`src/hw/rtl/cwp_pkg.sv`:
```
// Shared types and constants for the two-way cache with way predictor.
package cwp_pkg;

    localparam int ADDR_W    = 64;
    localparam int COUNT_W   = 32;
    localparam int TRAFFIC_W = 38;

    localparam logic OP_LOAD  = 1'b0;
    localparam logic OP_STORE = 1'b1;

    typedef enum logic [1:0] {
        ST_CLEAR,
        ST_IDLE,
        ST_LOOKUP
    } cwp_state_t;

    // per-set bookkeeping row: lru holds the most recently used way
    typedef struct packed {
        logic       lru;
        logic [1:0] valid;
        logic [1:0] dirty;
    } set_state_t;

    typedef struct packed {
        logic clear;
        logic accept;
        logic commit;
    } cwp_cmd_t;

    typedef struct packed {
        logic clear_last;
        logic out_stall;
    } cwp_status_t;

endpackage

```
`src/hw/rtl/cwp_ctrl.sv`:
```
// Controller state machine: clearing pass, request accept and commit sequencing.
module cwp_ctrl (
    input  logic                 clk,
    input  logic                 rst_n,
    input  logic                 req_valid,
    output logic                 req_ready,
    input  cwp_pkg::cwp_status_t status,
    output cwp_pkg::cwp_cmd_t    cmd
);
    import cwp_pkg::*;

    cwp_state_t state_reg;
    cwp_state_t state_next;

    always_ff @(posedge clk or negedge rst_n)
    begin
        if (!rst_n)
        begin
            state_reg <= ST_CLEAR;
        end
        else
        begin
            state_reg <= state_next;
        end
    end

    always_comb
    begin
        state_next = state_reg;
        case (state_reg)
            ST_CLEAR:
            begin
                if (status.clear_last)
                begin
                    state_next = ST_IDLE;
                end
            end
            ST_IDLE:
            begin
                if (req_valid)
                begin
                    state_next = ST_LOOKUP;
                end
            end
            ST_LOOKUP:
            begin
                if (!status.out_stall)
                begin
                    state_next = ST_IDLE;
                end
            end
            default:
            begin
                state_next = ST_CLEAR;
            end
        endcase
    end

    always_comb
    begin
        req_ready  = 1'b0;
        cmd.clear  = 1'b0;
        cmd.accept = 1'b0;
        cmd.commit = 1'b0;
        case (state_reg)
            ST_CLEAR:
            begin
                cmd.clear = 1'b1;
            end
            ST_IDLE:
            begin
                req_ready  = 1'b1;
                cmd.accept = req_valid;
            end
            ST_LOOKUP:
            begin
                cmd.commit = !status.out_stall;
            end
            default:
            begin
                req_ready = 1'b0;
            end
        endcase
    end

endmodule

```
`config.mk`:
```
export PLATFORM = sky130hd
export DESIGN_NAME = cwp_ctrl
export DESIGN_NICKNAME = d
export VERILOG_FILES = /design/src/hw/rtl/cwp_pkg.sv /design/src/hw/rtl/cwp_ctrl.sv
export SDC_FILE = /design/constraint.sdc
export NUM_CORES = 1
export LEC_CHECK = 0
export BUFFER_PORTS_ARGS = -buffer_cell sky130_fd_sc_hd__buf_2
export CAP_MARGIN = 20
export CORE_AREA = 3 3 40 42
export CTS_BUF_LIST = sky130_fd_sc_hd__clkbuf_2 sky130_fd_sc_hd__clkbuf_4 sky130_fd_sc_hd__clkbuf_8
export DETAILED_ROUTE_END_ITERATION = 7
export DIE_AREA = 0 0 43 45
export PLACE_DENSITY_LB_ADDON = 0.12
export SLEW_MARGIN = 25
export SYNTH_ARGS = -nofsm -noshare
export SYNTH_HDL_FRONTEND = slang
export SYNTH_SLANG_ARGS = --single-unit
```
`constraint.sdc`:
```
create_clock -name clk -period 0.9 [get_ports clk]
set_input_delay 0.09 -clock clk [delete_from_list [all_inputs] [get_ports clk]]
set_output_delay 0.09 -clock clk [all_outputs]
set_load 0.01 [all_outputs]
```
==> impl_metrics.tcl <==
set metrics [dict create \
    drc_errors 0 \
    dr_wl_met2_um 163 \
    crit_required_ps 810 \
    top_layer_used "met3" \
    timing.reg2reg.setup_slack_ps -130 \
    path_max_fanout 6 \
    syn2layout_area_growth_pct 108 \
    post-route-period-util_pct 121 \
    final_area_um2 250 \
    fp.coreArea_um2 1280 \
    placementRows 13 \
    nNetsFinal 35 \
    grt_max_degree 7 \
    worstSetupEndpointType "output pin" \
    drive_gt1_share_pct 67.9 \
    seq_area_frac_synth_pct 41.7 \
    hold_class "in -> reg" \
    routed_wl_um 353 \
    critPathKind "reg -> out" \
    clk_latency_ps 220 \
    relSlewSlack_pct 86.3 \
    timing.rr.start "state_reg[0]" \
    hold_viol 0 \
    syn_area_um2 120 \
    wl_per_cell_um 8.21 \
    fill_cells 151 \
    worstSetupStartpoint "state_reg[1]" \
    grt_pass1_vias 141 \
    path_clk_slew_ps 30 \
    num_io_pins 9 \
    synth_ff_type "dfrtp_1" \
    place_ws_ps -44.1 \
    async_reset_ff_share_pct 100 \
    finalWorstSetupSlack_ps -186 \
    antenna_cells 0 \
    p_leak_nw 0.141 \
    final-setup-viol-count 6 \
    violations "negative setup slack" \
    die_y_um 45 \
    worst_slew_pin_slew_ps 206 \
    antenna_found_initial 0 \
    cts_sinks 2 \
    cts_made_buffers 3 \
    cts_tree "built" \
    post-route-min-period_ps 1090 \
    antenna_left 0 \
    start_util_pct 9.35 \
    ys_seq_elements 2 \
    htree_levels 1 \
    routed-via-count 137 \
    postSynthAreaPerCell_um2 10.0 \
    status "finished with violations" \
    drt-initial-drc-count 1 \
    grt_util_all_layers_pct 4.75 \
    grt_remaining_overflow 0 \
    gp_congestion 0.682 \
    firstDrtPassIters 2 \
    grt_pass1_wl_um 593 \
    placed_cell_area_um2 180 \
    powerDensity_nw_per_um2 3270 \
    worst_ep_arrival_time_ps 1000 \
    vias_per_cell 3.19 \
    io_buffer_count 8 \
    slew_violations 0 \
    cap_violations 0 \
    startpoint_type "flop" \
    synth_top_area_cell "dfrtp_1" \
    synth_nets 17 \
    hp-start "req_valid" \
    cts_root_buf "clkbuf_4" \
    wl_met1_um 156 \
    synthTopCellsByCount "dfrtp_1 (2), inv_1 (2), nor2_1 (2)" \
    yosys-top-cells-area "dfrtp_1 (42%), o32ai_2 (14%), and2_4 (7.3%), and3b_1 (7.3%), a21o_1 (6.3%)" \
    ys_types 9 \
    synth-edff-count 0 \
    rsz0062_at_grt "true" \
    yosys_warnings 0 \
    dieArea_um2 1940 \
    utilization_pct 19.5 \
    ir_drop_mv 0.991 \
    clk_path_buf_depth 2 \
    die_w_um 43 \
    largest_reg_flops 2 \
    skew_ps 0.919 \
    dr_wl_met3_um 33 \
    synth_cells 12 \
    max_clock_freq_mhz 921 \
    yosysTopAreaCellShare_pct 41.7 \
]
what timing repair did:
item                       4_1_cts  5_1_grt
gates cloned                     0        0
hold endpoints to repair         2        0
setup endpoints to repair        6        6
setup buffers                    3        1
gates resized for setup          2        0
hold buffers                     1        0
through the flow:
| step | total power [mW] | setup TNS (ps) | std cells | hold WS (ps) |
|---|---|---|---|---|
| after floorplan | 0.382 | -4.75 | 12 | -206 |
| after global placement | 0.502 | -54.1 | 35 | -124 |
| after detailed placement | 0.506 | -75.5 | 35 | -122 |
| after CTS | 0.821 | -970 | 42 | 73.1 |
| after global routing | 0.903 | -1210 | 43 | 79.2 |
| final | 0.819 | -853 | 43 | 80.8 |
cells in the final DEF (no fill, tap or decap), drive strengths merged:
cell type and n:
a21o 1, dlygate4sd3 1, dfrtp 2, nor3b 1, o32ai 1, nand2b 1
nor2 2, clkbuf 3, inv 2, and2 1, and3b 1, buf 12
final timing paths:
| kind | cells after the start | endpoint |
|---|---|---|
| worst max register to register | 3 | state_reg[1] |
| worst min-delay path | 2 | state_reg[0] |
| worst max-delay path | 2 | cmd[1] |
| worst min register to register | 2 | state_reg[1] |
| min in group asynchronous | 2 | state_reg[1] |
| max in group asynchronous | 2 | state_reg[0] |
critical path, stage by stage, from the launching register on:
cell	delay (ps)
dfrtp_1	410
and3b_2	270
buf_6	100
where the power goes:
part / switching, mW / internal, mW
Clock: 0.0486 / 0.147
Combinational: 0.162 / 0.264
Sequential: 0.0592 / 0.138
layout make-up:
cell class	instances	area, um^2	area share [%]
Tap cell	15	18.8	7.50
Clock buffer	3	22.5	9.00
Sequential cell	2	51.3	20.5
Timing Repair Buffer	13	86.3	34.5
Multi-Input combinational cell	8	63.8	25.5
Inverter	2	7.51	3.00
cell families after synthesis:
kind of cell	after synthesis	synth area share, %
AO/OA/AOI/OAI	2	19.8
buffers and inverters	2	6.25
AND/OR/NAND/NOR	6	32.3
flip-flops	2	41.7
routing by layer:
metal  GRT usage, %  vias to the layer above
met1           5.06                       58
met3           2.79                        0
met5              0                        -
met2           5.09                        6
met4           7.23                        0
li1               -                       73
No activity file was read; power rests on OpenSTA's default activity.
